$ cat config.mk
export PLATFORM = sky130hd
export DESIGN_NAME = sound_level_duration_detector_top
export DESIGN_NICKNAME = d
export VERILOG_FILES = /design/src/sv/slad_pkg.sv /design/src/sv/slad_div.sv /design/src/sv/slad_front.sv /design/src/sv/slad_queue.sv /design/src/sv/slad_back.sv /design/src/sv/sound_level_duration_detector_top.sv
export VERILOG_INCLUDE_DIRS = /design/src /design/src/sv
export SDC_FILE = /design/constraint.sdc
export NUM_CORES = 1
export LEC_CHECK = 0
export BUFFER_PORTS_ARGS = -buffer_cell sky130_fd_sc_hd__buf_2
export CAP_MARGIN = 20
export CORE_MARGIN = 2
export CORE_UTILIZATION = 35
export DETAILED_ROUTE_END_ITERATION = 10
export PLACE_DENSITY = 0.53
export SLEW_MARGIN = 20
export SYNTH_ARGS = -nofsm -noshare
export SYNTH_HDL_FRONTEND = slang
export SYNTH_SLANG_ARGS = --single-unit
$ cat constraint.sdc
create_clock -name clk -period 15.2 [get_ports clk]
set_clock_uncertainty 0.05 [all_clocks]
set_input_delay 0 -clock clk [delete_from_list [all_inputs] [get_ports clk]]
set_output_delay 0 -clock clk [all_outputs]
set_load 0.03 [all_outputs]
$ cat src/sv/assert_macros.svh
`ifndef ASSERT_MACROS_SVH
`define ASSERT_MACROS_SVH

// Concurrent check that is held off while reset is high.
`define ASSERT_RST(name, clk, rst, prop) \
  name: assert property (@(posedge clk) disable iff (rst) prop) \
    else $error("assertion failed");

// Concurrent check that also holds during reset.
`define ASSERT_ALWAYS(name, clk, prop) \
  name: assert property (@(posedge clk) prop) \
    else $error("assertion failed");

`endif

$ cat src/sv/slad_pkg.sv
`default_nettype none

package slad_pkg;

  // Samples per block are a power of two, so the mean is a bit slice of the sum.
  localparam int AVG_LOG2    = 3;
  localparam int AVG_SAMPLES = 1 << AVG_LOG2;

  localparam int DATA_W  = 16;
  localparam int SUM_W   = DATA_W + AVG_LOG2;
  localparam int FILL_W  = (AVG_LOG2 > 0) ? AVG_LOG2 : 1;
  localparam int RUN_W   = DATA_W + 1;
  localparam int DIV_CNT_W = 4;
  localparam int CFG_IDX_W = 2;

  typedef enum logic [CFG_IDX_W-1:0] {
    REG_THRESHOLD      = 2'd0,
    REG_THRESHOLD_TIME = 2'd1,
    REG_ADC_PERIOD     = 2'd2
  } reg_index_t;

  // One block mean moving between the front, the queue and the back.
  typedef struct packed {
    logic              valid;
    logic [DATA_W-1:0] mean;
  } mean_word_t;

endpackage

`default_nettype wire

$ cat src/sv/slad_div.sv
`default_nettype none

`include "assert_macros.svh"

module slad_div (
  input  logic                        clk,
  input  logic                        rst,
  input  logic                        start,
  input  logic [slad_pkg::DATA_W-1:0] dividend,
  input  logic [slad_pkg::DATA_W-1:0] divisor,
  output logic                        busy,
  output logic [slad_pkg::DATA_W-1:0] limit
);
  import slad_pkg::*;

  logic [DIV_CNT_W-1:0] cnt;
  logic [DATA_W-1:0]    quo;
  logic [DATA_W-1:0]    rem;
  logic [DATA_W-1:0]    dvs;
  logic [DATA_W:0]      shifted;
  logic [DATA_W:0]      trial;
  logic                 ge;

  // Restoring division, one quotient bit a cycle. A zero divisor gives all ones.
  assign shifted = {rem, quo[DATA_W-1]};
  assign ge      = shifted >= {1'b0, dvs};
  assign trial   = shifted - {1'b0, dvs};

  always_ff @(posedge clk) begin
    if (rst) begin
      busy  <= 1'b0;
      cnt   <= '0;
      limit <= '0;
    end else if (start) begin
      busy <= 1'b1;
      cnt  <= '0;
    end else if (busy) begin
      cnt <= cnt + 1'b1;
      if (cnt == {DIV_CNT_W{1'b1}}) begin
        busy  <= 1'b0;
        limit <= {quo[DATA_W-2:0], ge};
      end
    end
  end

  always_ff @(posedge clk) begin
    if (start) begin
      quo <= dividend;
      rem <= '0;
      dvs <= divisor;
    end else if (busy) begin
      quo <= {quo[DATA_W-2:0], ge};
      rem <= ge ? trial[DATA_W-1:0] : shifted[DATA_W-1:0];
    end
  end

  `ASSERT_RST(a_start_busy, clk, rst, start |=> busy)

endmodule

`default_nettype wire

$ cat src/sv/slad_front.sv
`default_nettype none

module slad_front (
  input  logic                        clk,
  input  logic                        rst,
  input  logic                        take,
  input  logic [slad_pkg::DATA_W-1:0] sample,
  output slad_pkg::mean_word_t        push_word
);
  import slad_pkg::*;

  logic [SUM_W-1:0]  block_sum;
  logic [FILL_W-1:0] block_fill;
  logic [SUM_W-1:0]  sum_next;
  logic              last;

  assign sum_next = block_sum + SUM_W'(sample);
  assign last     = block_fill == FILL_W'(AVG_SAMPLES - 1);

  assign push_word.valid = take && last;
  assign push_word.mean  = sum_next[AVG_LOG2 +: DATA_W];

  always_ff @(posedge clk) begin
    if (rst) begin
      block_sum  <= '0;
      block_fill <= '0;
    end else if (take) begin
      block_sum  <= last ? '0 : sum_next;
      block_fill <= last ? '0 : block_fill + 1'b1;
    end
  end

endmodule

`default_nettype wire

$ cat src/sv/slad_queue.sv
`default_nettype none

`include "assert_macros.svh"

module slad_queue (
  input  logic                 clk,
  input  logic                 rst,
  input  slad_pkg::mean_word_t push_word,
  input  logic                 pop,
  output slad_pkg::mean_word_t head,
  output logic                 full
);
  import slad_pkg::*;

  logic [DATA_W-1:0] entries [2];
  logic              wr_ptr;
  logic              rd_ptr;
  logic [1:0]        count;

  assign full       = count == 2'd2;
  assign head.valid = count != 2'd0;
  assign head.mean  = entries[rd_ptr];

  always_ff @(posedge clk) begin
    if (push_word.valid) begin
      entries[wr_ptr] <= push_word.mean;
    end
  end

  always_ff @(posedge clk) begin
    if (rst) begin
      wr_ptr <= 1'b0;
      rd_ptr <= 1'b0;
      count  <= '0;
    end else begin
      if (push_word.valid) begin
        wr_ptr <= ~wr_ptr;
      end
      if (pop) begin
        rd_ptr <= ~rd_ptr;
      end
      count <= count + {1'b0, push_word.valid} - {1'b0, pop};
    end
  end

  `ASSERT_RST(a_no_overflow, clk, rst, !(push_word.valid && !pop && full))
  `ASSERT_RST(a_no_underflow, clk, rst, pop |-> head.valid)

endmodule

`default_nettype wire

$ cat src/sv/slad_back.sv
`default_nettype none

`include "assert_macros.svh"

module slad_back (
  input  logic                        clk,
  input  logic                        rst,
  input  slad_pkg::mean_word_t        head,
  output logic                        pop,
  input  logic [slad_pkg::DATA_W-1:0] threshold,
  input  logic [slad_pkg::DATA_W-1:0] limit,
  output logic                        out_valid,
  input  logic                        out_ready,
  output logic [slad_pkg::DATA_W-1:0] average,
  output logic [slad_pkg::DATA_W-1:0] detection_count,
  output logic                        detected
);
  import slad_pkg::*;

  logic [RUN_W-1:0]  run_length;
  logic [DATA_W-1:0] detections;
  logic [RUN_W-1:0]  run_inc;
  logic              hit;

  assign pop = head.valid && (!out_valid || out_ready);

  assign run_inc = (head.mean > threshold) ? run_length + 1'b1 : '0;
  assign hit     = run_inc > {1'b0, limit};

  always_ff @(posedge clk) begin
    if (rst) begin
      run_length <= '0;
      detections <= '0;
      out_valid  <= 1'b0;
    end else begin
      if (pop) begin
        run_length <= hit ? '0 : run_inc;
        detections <= hit ? detections + 1'b1 : detections;
        out_valid  <= 1'b1;
      end else if (out_ready) begin
        out_valid <= 1'b0;
      end
    end
  end

  always_ff @(posedge clk) begin
    if (pop) begin
      average         <= head.mean;
      detection_count <= hit ? detections + 1'b1 : detections;
      detected        <= hit;
    end
  end

  `ASSERT_RST(a_hit_clears_run, clk, rst, (pop && hit) |=> (run_length == '0 && detected))

endmodule

`default_nettype wire

$ cat src/sv/sound_level_duration_detector_top.sv
// Sound level duration detector.
// The sample channel (in_valid, in_ready, sample) takes one raw ADC word per
// accept. Every block of eight words yields one result word on the output
// channel (out_valid, out_ready, average, detection_count, detected); the
// other words yield nothing.
// Throughput is one sample a cycle while the divider is idle and the two-entry mean queue has room.
// A block's mean is registered in the queue and then in the output register before its result can be taken.
// The configuration channel (cfg_valid, cfg_ready, cfg_index, cfg_data) is
// always ready. A write to threshold_time or adc_period starts a serial
// divider for the duration limit; it works out the quotient bit by bit,
// and in_ready stays low meanwhile.
// Reset clears all counters and loads threshold 0, threshold_time 0 and
// adc_period 1, so the duration limit starts at zero.
// When the receiver stalls, the result stays in the output register, the
// queue fills, and then in_ready drops until a result is taken.
`default_nettype none

module sound_level_duration_detector_top (
  input  logic                           clk,
  input  logic                           rst,
  input  logic                           in_valid,
  output logic                           in_ready,
  input  logic [slad_pkg::DATA_W-1:0]    sample,
  output logic                           out_valid,
  input  logic                           out_ready,
  output logic [slad_pkg::DATA_W-1:0]    average,
  output logic [slad_pkg::DATA_W-1:0]    detection_count,
  output logic                           detected,
  input  logic                           cfg_valid,
  output logic                           cfg_ready,
  input  logic [slad_pkg::CFG_IDX_W-1:0] cfg_index,
  input  logic [slad_pkg::DATA_W-1:0]    cfg_data
);
  import slad_pkg::*;

  logic [DATA_W-1:0] threshold;
  logic [DATA_W-1:0] threshold_time;
  logic [DATA_W-1:0] adc_period;
  logic              div_start;
  logic              div_busy;
  logic [DATA_W-1:0] limit;
  logic              q_full;
  logic              pop;
  logic              cfg_take;
  mean_word_t        push_word;
  mean_word_t        head;

  assign cfg_ready = 1'b1;
  assign cfg_take  = cfg_valid && cfg_ready;
  assign in_ready  = !div_start && !div_busy && !q_full;

  always_ff @(posedge clk) begin
    if (rst) begin
      threshold      <= '0;
      threshold_time <= '0;
      adc_period     <= DATA_W'(1);
      div_start      <= 1'b0;
    end else begin
      div_start <= 1'b0;
      if (cfg_take) begin
        case (cfg_index)
          REG_THRESHOLD: begin
            threshold <= cfg_data;
          end
          REG_THRESHOLD_TIME: begin
            threshold_time <= cfg_data;
            div_start      <= 1'b1;
          end
          REG_ADC_PERIOD: begin
            adc_period <= cfg_data;
            div_start  <= 1'b1;
          end
          default: begin
          end
        endcase
      end
    end
  end

  slad_div u_div (
    .clk      (clk),
    .rst      (rst),
    .start    (div_start),
    .dividend (threshold_time),
    .divisor  (adc_period),
    .busy     (div_busy),
    .limit    (limit)
  );

  slad_front u_front (
    .clk       (clk),
    .rst       (rst),
    .take      (in_valid && in_ready),
    .sample    (sample),
    .push_word (push_word)
  );

  slad_queue u_queue (
    .clk       (clk),
    .rst       (rst),
    .push_word (push_word),
    .pop       (pop),
    .head      (head),
    .full      (q_full)
  );

  slad_back u_back (
    .clk             (clk),
    .rst             (rst),
    .head            (head),
    .pop             (pop),
    .threshold       (threshold),
    .limit           (limit),
    .out_valid       (out_valid),
    .out_ready       (out_ready),
    .average         (average),
    .detection_count (detection_count),
    .detected        (detected)
  );

endmodule

`default_nettype wire

==> results.sh, run 1 <==
export IMPL_status="finished clean"
export IMPL_drv_cap=0
export IMPL_clkTransAtPathRegs_ps=60
export IMPL_clk_latency_ps=550
export IMPL_fillers=3288
export IMPL_cts_tree="done"
export IMPL_grt_pass1_wl_mm=43.5
export IMPL_hold_viol=0
export IMPL_antenna_found_initial=0
export IMPL_reg2reg_depth=16
export IMPL_combPwrFrac_pct=29.8
export IMPL_clockBufferDepth=3
export IMPL_yosysTopAreaCell="dfxtp_1"
export IMPL_syn_inst=1209
export IMPL_die_w_um=188
export IMPL_hold_path_class="in -> reg"
export IMPL_mappedNetlistArea_sq_um=11800
export IMPL_io_pins=75
export IMPL_worst_ep_arrival_time_ps=6320
export IMPL_dieArea_sq_um=35300
export IMPL_synth_area_top_cells="dfxtp_1, edfxtp_1, ha_1"
export IMPL_grt_usage_pct=14.9
export IMPL_grt_setup_unrepaired="false"
export IMPL_overflow=0
export IMPL_yosys_warnings=0
export IMPL_htree_levels=1
export IMPL_crit_top_cell="ha_1"
export IMPL_synth_cell_types=64
export IMPL_multiInputGateArea_sq_um=5500
export IMPL_swShare_pct=33.8
export IMPL_gp_congestion=0.804
export IMPL_post_cts_buffers=0
export IMPL_maxSlewHeadroom_pct=28.2
export IMPL_cp_num_cells=16
export IMPL_power_sequential_fraction_pct=39.7
export IMPL_design_area_sq_um=13900
export IMPL_num_antenna_cells=0
export IMPL_r2r_setup_slack_ps=9300
export IMPL_synth_top_family_by_area="simple AND/OR/NAND/NOR gates"
export IMPL_ant_nets=0
export IMPL_start_kind="register"
export IMPL_core_sq_um=33400
export IMPL_crit_family="compound AO/OA/AOI/OAI gates"
export IMPL_start_util_pct=35.4
export IMPL_leakagePower_nw=5.29
export IMPL_yosys_area_top_type_share_pct=24.9
export IMPL_synth_cells_most_frequent="nand2_1, dfxtp_1, a21oi_1"
export IMPL_cts_buffers=28
export IMPL_synth_compound_gate_area_share_pct=12.8
export IMPL_fmax_mhz=170
export IMPL_yosys_area_share_simple_pct=15.6
export IMPL_drt_iter0_drc=553
export IMPL_cp_slowest_stage_delay_ps=850
export IMPL_finalCritPeriodShare_pct=38.8
export IMPL_synthMuxAreaShare_pct=4.87
export IMPL_syn_area_per_cell_sq_um=9.79
export IMPL_grt_pass1_vias=8383
export IMPL_synth_xor_xnor_area_share_pct=4.81
export IMPL_peakVddDrop_mv=0.105
export IMPL_hpwl_mm=18.6
export IMPL_setup_viol=0
export IMPL_synth_seq_cells=244
export IMPL_p_clk_share_pct=30.5
export IMPL_postCtsResizedCells=0
export IMPL_grt_max_degree=95
export IMPL_drive_gt1_share_pct=13.8
export IMPL_synth_flop_cell="dfxtp_1"
export IMPL_worst_path_buf_inv=0
export IMPL_nets=1414
export IMPL_placed_area_sq_um=12600
export IMPL_endpoint="u_back.run_length[8]$_SDFFE_PP0P_"
export IMPL_areaGrowthSynthToFinish_pct=17.0
export IMPL_fin_total_pwr_mw=2.13
export IMPL_routedWlPerCell_um=15.1
export IMPL_hold_buffers=35
export IMPL_yosysMostFrequentCell="nand2_1"
export IMPL_cp_slowest_cell="a2bb2oi_4"
export IMPL_power_switching_mw=0.721
export IMPL_p_int_mw=1.41
export IMPL_die_height_um=188
export IMPL_ys_seq_area_share_pct=49.5
export IMPL_path_cells="mux2_2 -> ha_1 -> a21o_1 -> a22oi_1 -> o211ai_1 -> a31oi_1 -> or2_2 -> nor2_1 -> ha_1 -> and4_1 -> nor2b_1 -> o31ai_1 -> nand4b_1 -> a2bb2oi_4 -> and2_1 -> a22o_1"
export IMPL_tns_ps=0
export IMPL_worstSetupPathType="reg -> reg"
export IMPL_synth_edf_count=97
export IMPL_numPortBuffers=73
export IMPL_seqCellArea_sq_um=5860
export IMPL_rows=67
export IMPL_async_flop_share_pct=0
export IMPL_clkSinkCount=244
export IMPL_drtPass1Iterations=5
export IMPL_synth_nets=1324
export IMPL_slew_violations=0
export IMPL_cp_required_ps=15620
export IMPL_vias=8645
export IMPL_r2r_end="u_back.run_length[8]$_SDFFE_PP0P_"
export IMPL_end_kind="register"
export IMPL_cp_max_fo=47
export IMPL_viasPerCell=4.89
export IMPL_fin_util_pct=41.4
export IMPL_worst_slew_pin_slew_ps=1070
export IMPL_drcViolationCount=0
export IMPL_wl_mm=26.7
export IMPL_p_per_area_nw_per_um2=154
export IMPL_finalCriticalPeriod_ps=5900
export IMPL_root_buffer="clkbuf_16"
export IMPL_synth_adder_area_share_pct=8.16
## area by class of cell
| class | instances | area share [%] |
|---|---|---|
| sequential | 244 | 42.3 |
| inverter | 71 | 1.92 |
| multi-input combinational | 839 | 39.7 |
| clock inverter | 14 | 0.668 |
| timing repair buffer | 115 | 5.56 |
| tap | 448 | 4.05 |
| clock buffer | 38 | 5.84 |
## placed cells by master (no fill, tap or decap), types with 10 or more instances in the layout
master	Yosys	final
nand2_1	179	179
dfxtp_1	147	146
a21oi_1	114	114
edfxtp_1	97	97
nor2_1	84	83
ha_1	74	74
buf_2	2	72
inv_1	70	70
xnor2_1	37	37
mux2_2	37	37
dlygate4sd3_1	0	35
nand3_1	29	29
clkbuf_16	0	29
xor2_1	28	28
o21ai_0	26	26
a22o_1	22	22
nor3_1	17	17
mux2i_1	16	16
nor2b_1	14	14
and3_1	12	12
nand4_1	11	11
a21o_1	10	10
a211oi_1	10	10
## per-stage QoR
stage                     hold slack [ps]  cells  worst slack [ps]
after global routing                 61.6   1769              8820
after floorplan                      74.0   1209             10220
after global placement                229   1682              9390
final                                33.1   1769              9300
after detailed placement              232   1682              9260
after CTS                            10.0   1769              9190
## worst min path at each step
stage | end | start | depth (start not counted)
2_1_floorplan | adc_period[0]$_SDFFE_PP1P_ | cfg_data[0] | 2
3_5_place_dp | adc_period[4]$_SDFFE_PP0P_ | cfg_data[4] | 3
4_1_cts | u_queue.entries[1][1]$_DFFE_PP_ | sample[4] | 3
6_report | u_queue.entries[1][1]$_DFFE_PP_ | sample[4] | 3
5_1_grt | u_queue.entries[1][1]$_DFFE_PP_ | sample[4] | 3
3_3_place_gp | threshold_time[4]$_SDFFE_PP0P_ | cfg_data[4] | 3
## cell families (layout without fill, tap and decap cells)
group                    count (synthesis)  in the layout
XOR/XNOR                                65             65
flip-flops                             244            244
other                                    1              1
AND/OR/NAND/NOR                        401            401
adder cells (fa/ha/maj)                 76             76
AO/OA/AOI/OAI                          243            243
multiplexers                            53             53
buffers and inverters                  126            238
## worst reg2reg max path, stage by stage (launching register included)
cell	delay [ps]
dfxtp_1	760
mux2_2	430
ha_1	310
a21o_1	170
a22oi_1	170
o211ai_1	110
a31oi_1	480
or2_2	410
nor2_1	120
ha_1	330
and4_1	220
nor2b_1	130
o31ai_1	190
nand4b_1	230
a2bb2oi_4	850
and2_1	640
a22o_1	250
## power by group through the flow
stage	logic, mW	clock network [mW]	registers [mW]
4_1_cts	0.644	0.670	0.849
6_report	0.636	0.651	0.846
3_3_place_gp	0.626	0	0.861
3_5_place_dp	0.632	0	0.860
2_1_floorplan	0.427	0	0.916
5_1_grt	0.708	0.696	0.858
## sequential cells by signal (all words and copies together) (netlist names), 2 cells and up, named ones only
name	flops
u_queue.entries	32
u_div.rem	16
threshold	16
u_div.limit	16
threshold_time	16
u_front.block_sum	19
u_back.run_length	17
adc_period	16
u_back.average	16
u_div.quo	16
u_div.dvs	16
u_queue.count	2
u_front.block_fill	3
u_back.detections	16
u_back.detection_count	16
u_div.cnt	4
## per-layer routing
layer | up-vias | part of all wire (%) | global-route usage, % | routed length [um]
li1 | 4443 | - | - | -
met5 | - | 0 | 0 | 0
met4 | 0 | 1.5 | 3.03 | 395
met1 | 4040 | 50 | 21.0 | 13300
met3 | 34 | 3.4 | 2.00 | 898
met2 | 128 | 45 | 24.5 | 12100
No activity file was read; power rests on OpenSTA's default activity.
==> inputs of run 2 (changes only) <==
- clock period: 15.2 -> 6.05 ns (I/O delays scaled with it)
==> results.sh, run 2 (synthesis results as in run 1) <==
export IMPL_wl_mm=26.6
export IMPL_seqCellArea_sq_um=5860
export IMPL_htree_levels=1
export IMPL_grt_busiest_layer="met2"
export IMPL_areaGrowthSynthToFinish_pct=18.0
export IMPL_instances_no_fill=1773
export IMPL_hpwl_mm=18.5
export IMPL_worst_ep_arrival_time_ps=5750
export IMPL_start_util_pct=35.4
export IMPL_ant_nets=0
export IMPL_leakagePower_nw=5.33
export IMPL_numPortBuffers=73
export IMPL_cts_tree="done"
export IMPL_clk_latency_ps=550
export IMPL_largest_register_ffs=32
export IMPL_status="finished clean"
export IMPL_finalCritPeriodShare_pct=88.2
export IMPL_gp_congestion=0.795
export IMPL_slew_violations=0
export IMPL_routedWlPerCell_um=15.0
export IMPL_grt_pass1_vias=8552
export IMPL_antenna_found_initial=0
export IMPL_hold_viol=0
export IMPL_io_pins=75
export IMPL_drive_gt1_share_pct=13.8
export IMPL_root_buffer="clkbuf_16"
export IMPL_worstSetupPathType="reg -> reg"
export IMPL_cp_max_fo=47
export IMPL_drv_cap=0
export IMPL_place_inst=1686
export IMPL_nets=1418
export IMPL_clkSinkCount=244
export IMPL_layout_commonest_cell="nand2_1"
export IMPL_die_w_um=188
export IMPL_setup_viol=0
export IMPL_met3_usage_pct=2.38
export IMPL_worst_slew_pin_slew_ps=1080
export IMPL_drtPass1Iterations=5
export IMPL_viasPerCell=4.90
export IMPL_core_sq_um=33400
export IMPL_final_cell_mix="nand2_1, dfxtp_1, a21oi_1"
export IMPL_finalCriticalPeriod_ps=5340
export IMPL_met1_usage_pct=21.3
export IMPL_tns_ps=0
export IMPL_reg_top3="u_queue.entries x32, u_front.block_sum x19, u_back.run_length x17"
export IMPL_die_height_um=188
export IMPL_postCtsResizedCells=0
export IMPL_grtUsageMet2_pct=24.6
export IMPL_cts_buffers=28
export IMPL_fillers=3342
export IMPL_multiInputGateArea_sq_um=5500
export IMPL_peakVddDrop_mv=0.303
export IMPL_drt_iter0_drc=411
export IMPL_rows=67
export IMPL_dieArea_sq_um=35300
export IMPL_clkTransAtPathRegs_ps=60
export IMPL_regMostFlops="u_queue.entries"
export IMPL_maxSlewHeadroom_pct=28.1
export IMPL_start_kind="register"
export IMPL_drcViolationCount=0
export IMPL_grt_pass1_wl_mm=44.1
export IMPL_fmax_mhz=187
export IMPL_p_per_area_nw_per_um2=395
export IMPL_grt_setup_unrepaired="false"
export IMPL_grt_max_degree=101
export IMPL_hold_path_class="in -> reg"
export IMPL_overflow=0
export IMPL_cp_required_ps=6460
export IMPL_grt_usage_pct=15.1
export IMPL_vias=8679
export IMPL_clockBufferDepth=3
export IMPL_end_kind="register"
export IMPL_num_antenna_cells=0
## run 2: cell types whose count changed in the layout (fill, tap and decap cells not counted), sizes merged
cell	before	now
bufinv	0	5
clkinv	10	13
clkbuf	38	30
buf	80	84
inv	73	71
clkinvlp	2	4
## run 2: area by class of cell
cell class	count	area share (%)
Clock buffer	30	5.07
Clock inverter	22	1.88
Inverter	71	1.91
Multi-Input combinational cell	839	39.4
Sequential cell	244	41.9
Tap cell	448	4.01
Timing Repair Buffer	119	5.82
## run 2: worst max-delay path, stage by stage (launching register included)
cell	delay, ps
dfxtp_1	690
mux2_2	420
ha_1	310
a21o_1	170
a22oi_1	190
o211ai_1	110
a31oi_1	450
or2_2	410
nor2_1	120
ha_1	310
nand2_1	70
nor4_1	480
a41oi_1	290
a2bb2oi_4	220
buf_12	220
and2_1	490
a22o_1	230
## run 2: metal layers
metal | part of all wire (%) | vias up
met5 | 0 | -
met4 | 1.6 | 0
met3 | 3.7 | 32
met2 | 45 | 123
met1 | 50 | 4076
li1 | - | 4448
## run 2: stage by stage
| step | hold slack, ps | util, % | total power [mW] | worst slack (ps) | area (sq um) |
|---|---|---|---|---|---|
| 3_3_place_gp | 227 | 37.8 | 3.76 | 750 | 12600 |
| 4_1_cts | 17.7 | 41.8 | 5.58 | 690 | 14000 |
| 6_report | 37.8 | 41.8 | 5.52 | 712 | 14000 |
| 3_5_place_dp | 230 | 37.8 | 3.77 | 736 | 12600 |
| 5_1_grt | 57.7 | 41.8 | 5.84 | 273 | 14000 |
| 2_1_floorplan | 74.0 | - | 3.38 | 1070 | 11800 |
## run 2: final timing paths
check                                           startpoint                                  to  slack, ps  cells past startpoint
worst max register to register                    register  u_back.run_length[11]$_SDFFE_PP0P_        710                     16
worst min register to register  adc_period[3]$_SDFFE_PP0P_              u_div.dvs[3]$_DFFE_PP_        370                      0
worst min-delay path                             sample[4]     u_queue.entries[0][1]$_DFFE_PP_         40                      3
worst max-delay path                              register  u_back.run_length[11]$_SDFFE_PP0P_        710                     16
## run 2: timing repair
action,in CTS,in global routing
hold endpoints to repair,86,0
buffers inserted,0,0
hold buffers,35,0
## run 2: report_power, final
group	leakage, nW	internal [mW]	switching (mW)
registers	2.11	1.99	0.135
clock network	0.464	1.07	0.698
logic	2.75	0.638	0.991
==> inputs of run 3 (changes only) <==
- CELL_PAD_IN_SITES_DETAIL_PLACEMENT: default -> 0
- CELL_PAD_IN_SITES_GLOBAL_PLACEMENT: default -> 1
- CORE_UTILIZATION: 35 -> 45
- PLACE_DENSITY: 0.53 -> 0.78
- RECOVER_POWER: default -> 50
==> results.sh, run 3 (synthesis results as in run 1) <==
export IMPL_antenna_found_initial=0
export IMPL_final_cell_mix="nand2_1, dfxtp_1, a21oi_1"
export IMPL_grt_pass1_vias=8432
export IMPL_worst_ep_arrival_time_ps=5750
export IMPL_finalCriticalPeriod_ps=5360
export IMPL_routedWlPerCell_um=15.3
export IMPL_cp_max_fo=46
export IMPL_layout_commonest_cell="nand2_1"
export IMPL_clkSinkCount=244
export IMPL_nets=1421
export IMPL_grt_max_degree=102
export IMPL_peakVddDrop_mv=0.410
export IMPL_start_util_pct=45.7
export IMPL_clockBufferDepth=3
export IMPL_worst_slew_pin_slew_ps=3300
export IMPL_cp_required_ps=6440
export IMPL_areaGrowthSynthToFinish_pct=16.4
export IMPL_min_to="u_front.block_sum[2]$_SDFFE_PP0P_"
export IMPL_drive_gt1_share_pct=10.1
export IMPL_timing_final_ws_setup_ps=688
export IMPL_die_height_um=166
export IMPL_hold_path_class="in -> reg"
export IMPL_path_cells="clkbuf_1 -> mux2_2 -> ha_1 -> a21oi_1 -> o221a_2 -> o21ai_0 -> a31oi_1 -> or2_2 -> nor2_1 -> ha_1 -> nand2_1 -> nor4_1 -> o31ai_1 -> nand4b_1 -> a2bb2oi_2 -> buf_4 -> nor4_1 -> mux2_2"
export IMPL_drv_cap=3
export IMPL_largest_register_ffs=32
export IMPL_cts_buffers=27
export IMPL_overflow=0
export IMPL_r2r_setup_slack_ps=690
export IMPL_reg_top3="u_queue.entries x32, u_front.block_sum x19, u_back.run_length x17"
export IMPL_dieArea_sq_um=27600
export IMPL_worstSetupPathType="reg -> reg"
export IMPL_fillers=2344
export IMPL_drt_iter0_drc=458
export IMPL_end_kind="register"
export IMPL_violations="max-capacitance violations, max-slew violations"
export IMPL_die_w_um=166
export IMPL_core_sq_um=25900
export IMPL_grt_usage_pct=18.2
export IMPL_crit_family="simple AND/OR/NAND/NOR gates"
export IMPL_reg2reg_depth=18
export IMPL_post_cts_buffers=0
export IMPL_num_antenna_cells=0
export IMPL_hold_viol=0
export IMPL_leakagePower_nw=5.23
export IMPL_gp_congestion=0.853
export IMPL_htree_levels=1
export IMPL_hpwl_mm=17.6
export IMPL_root_buffer="clkbuf_16"
export IMPL_worst_path_buf_inv=2
export IMPL_min_path_cells=6
export IMPL_maxSlewHeadroom_pct=-120
export IMPL_hp_start="sample[2]"
export IMPL_rows=59
export IMPL_viasPerCell=5.20
export IMPL_drcViolationCount=0
export IMPL_setup_viol=0
export IMPL_tns_ps=0
export IMPL_drtPass1Iterations=5
export IMPL_cp_slowest_stage_delay_ps=610
export IMPL_wl_mm=25.4
export IMPL_finalCritPeriodShare_pct=88.6
export IMPL_grt_setup_unrepaired="false"
export IMPL_cts_tree="done"
export IMPL_clkTransAtPathRegs_ps=60
export IMPL_io_pins=75
export IMPL_clk_latency_ps=550
export IMPL_multiInputGateArea_sq_um=5490
export IMPL_fmax_mhz=187
export IMPL_cp_slowest_cell="dfxtp_1"
export IMPL_grt_pass1_wl_mm=41.9
export IMPL_place_ws_ps=713
export IMPL_r2r_end="u_back.detections[5]$_SDFFE_PP0P_"
export IMPL_slew_violations=160
export IMPL_start_kind="register"
export IMPL_ant_nets=0
export IMPL_status="finished, violations left"
export IMPL_p_per_area_nw_per_um2=399
export IMPL_seqCellArea_sq_um=5860
export IMPL_regMostFlops="u_queue.entries"
export IMPL_vias=8639
export IMPL_numPortBuffers=73
## run 3: changes by cell type in the layout (fill, tap and decap cells not counted), moves of 2 or more
cell,delta
clkbuf_1,+39
buf_2,-34
mux2_1,+12
mux2_2,-12
buf_4,-3
clkinv_1,-2
inv_6,+2
## run 3: what timing repair did
action                                 4_1_cts  5_1_grt
hold buffers                                36        0
endpoints found under the hold margin       90        0
resized for setup                            0        0
## run 3: worst register-to-register path, delay by kind of cell (launching register included)
family / cells / cell delay [ps]
simple gates: 6 / 1670
compound gates: 6 / 1070
flops: 1 / 610
fa+ha+maj: 2 / 590
buf+inv: 2 / 530
mux: 2 / 740
## run 3: per-stage QoR
stage / instance area (sq um) / utilization, % / std cells / hold WS, ps / total power [mW]
2_1_floorplan: 11800 / - / 1209 / 74.0 / 3.38
3_3_place_gp: 12500 / 48.2 / 1574 / 238 / 3.73
3_5_place_dp: 12500 / 48.2 / 1574 / 243 / 3.75
4_1_cts: 13800 / 53.4 / 1660 / 13.4 / 5.58
5_1_grt: 13800 / 53.2 / 1662 / 96.3 / 5.81
6_report: 13800 / 53.2 / 1662 / 34.3 / 5.50
## run 3: worst max-delay path by stage
| stage | startpoint | cells after the start | slack (ps) | endpoint |
|---|---|---|---|---|
| after floorplan | register | 20 | 1070 | u_back.detection_count[1]$_DFFE_PP_ |
| after global placement | register | 16 | 860 | u_back.detection_count[1]$_DFFE_PP_ |
| after detailed placement | register | 18 | 710 | u_back.detections[5]$_SDFFE_PP0P_ |
| after CTS | register | 18 | 710 | u_back.detections[5]$_SDFFE_PP0P_ |
| after global routing | register | 18 | 220 | u_back.detections[5]$_SDFFE_PP0P_ |
| final | register | 18 | 690 | u_back.detections[5]$_SDFFE_PP0P_ |
## run 3: final cells by class
cell class              count  area share [%]
well taps                 335            3.04
multi-input cells         839            39.8
clock inverters            22            2.16
inverters                  71            1.93
flip-flops and latches    244            42.5
clock buffers              28            5.00
repair buffers            123            5.55
## run 3: per-layer routing
metal  share of wire, %  wire length (um)  track usage, %
met5                  0                 0               0
met4                1.8               459            4.35
met3                3.8               962            3.38
met2                 47             11800            30.4
met1                 48             12100            24.6
## run 3: where the power goes
group	internal (mW)	switching [mW]	leakage, nW	total, mW
clock network	1.10	0.695	0.475	1.79
registers	2.00	0.131	2.11	2.13
logic	0.589	0.992	2.65	1.58
total	3.68	1.82	5.23	5.50
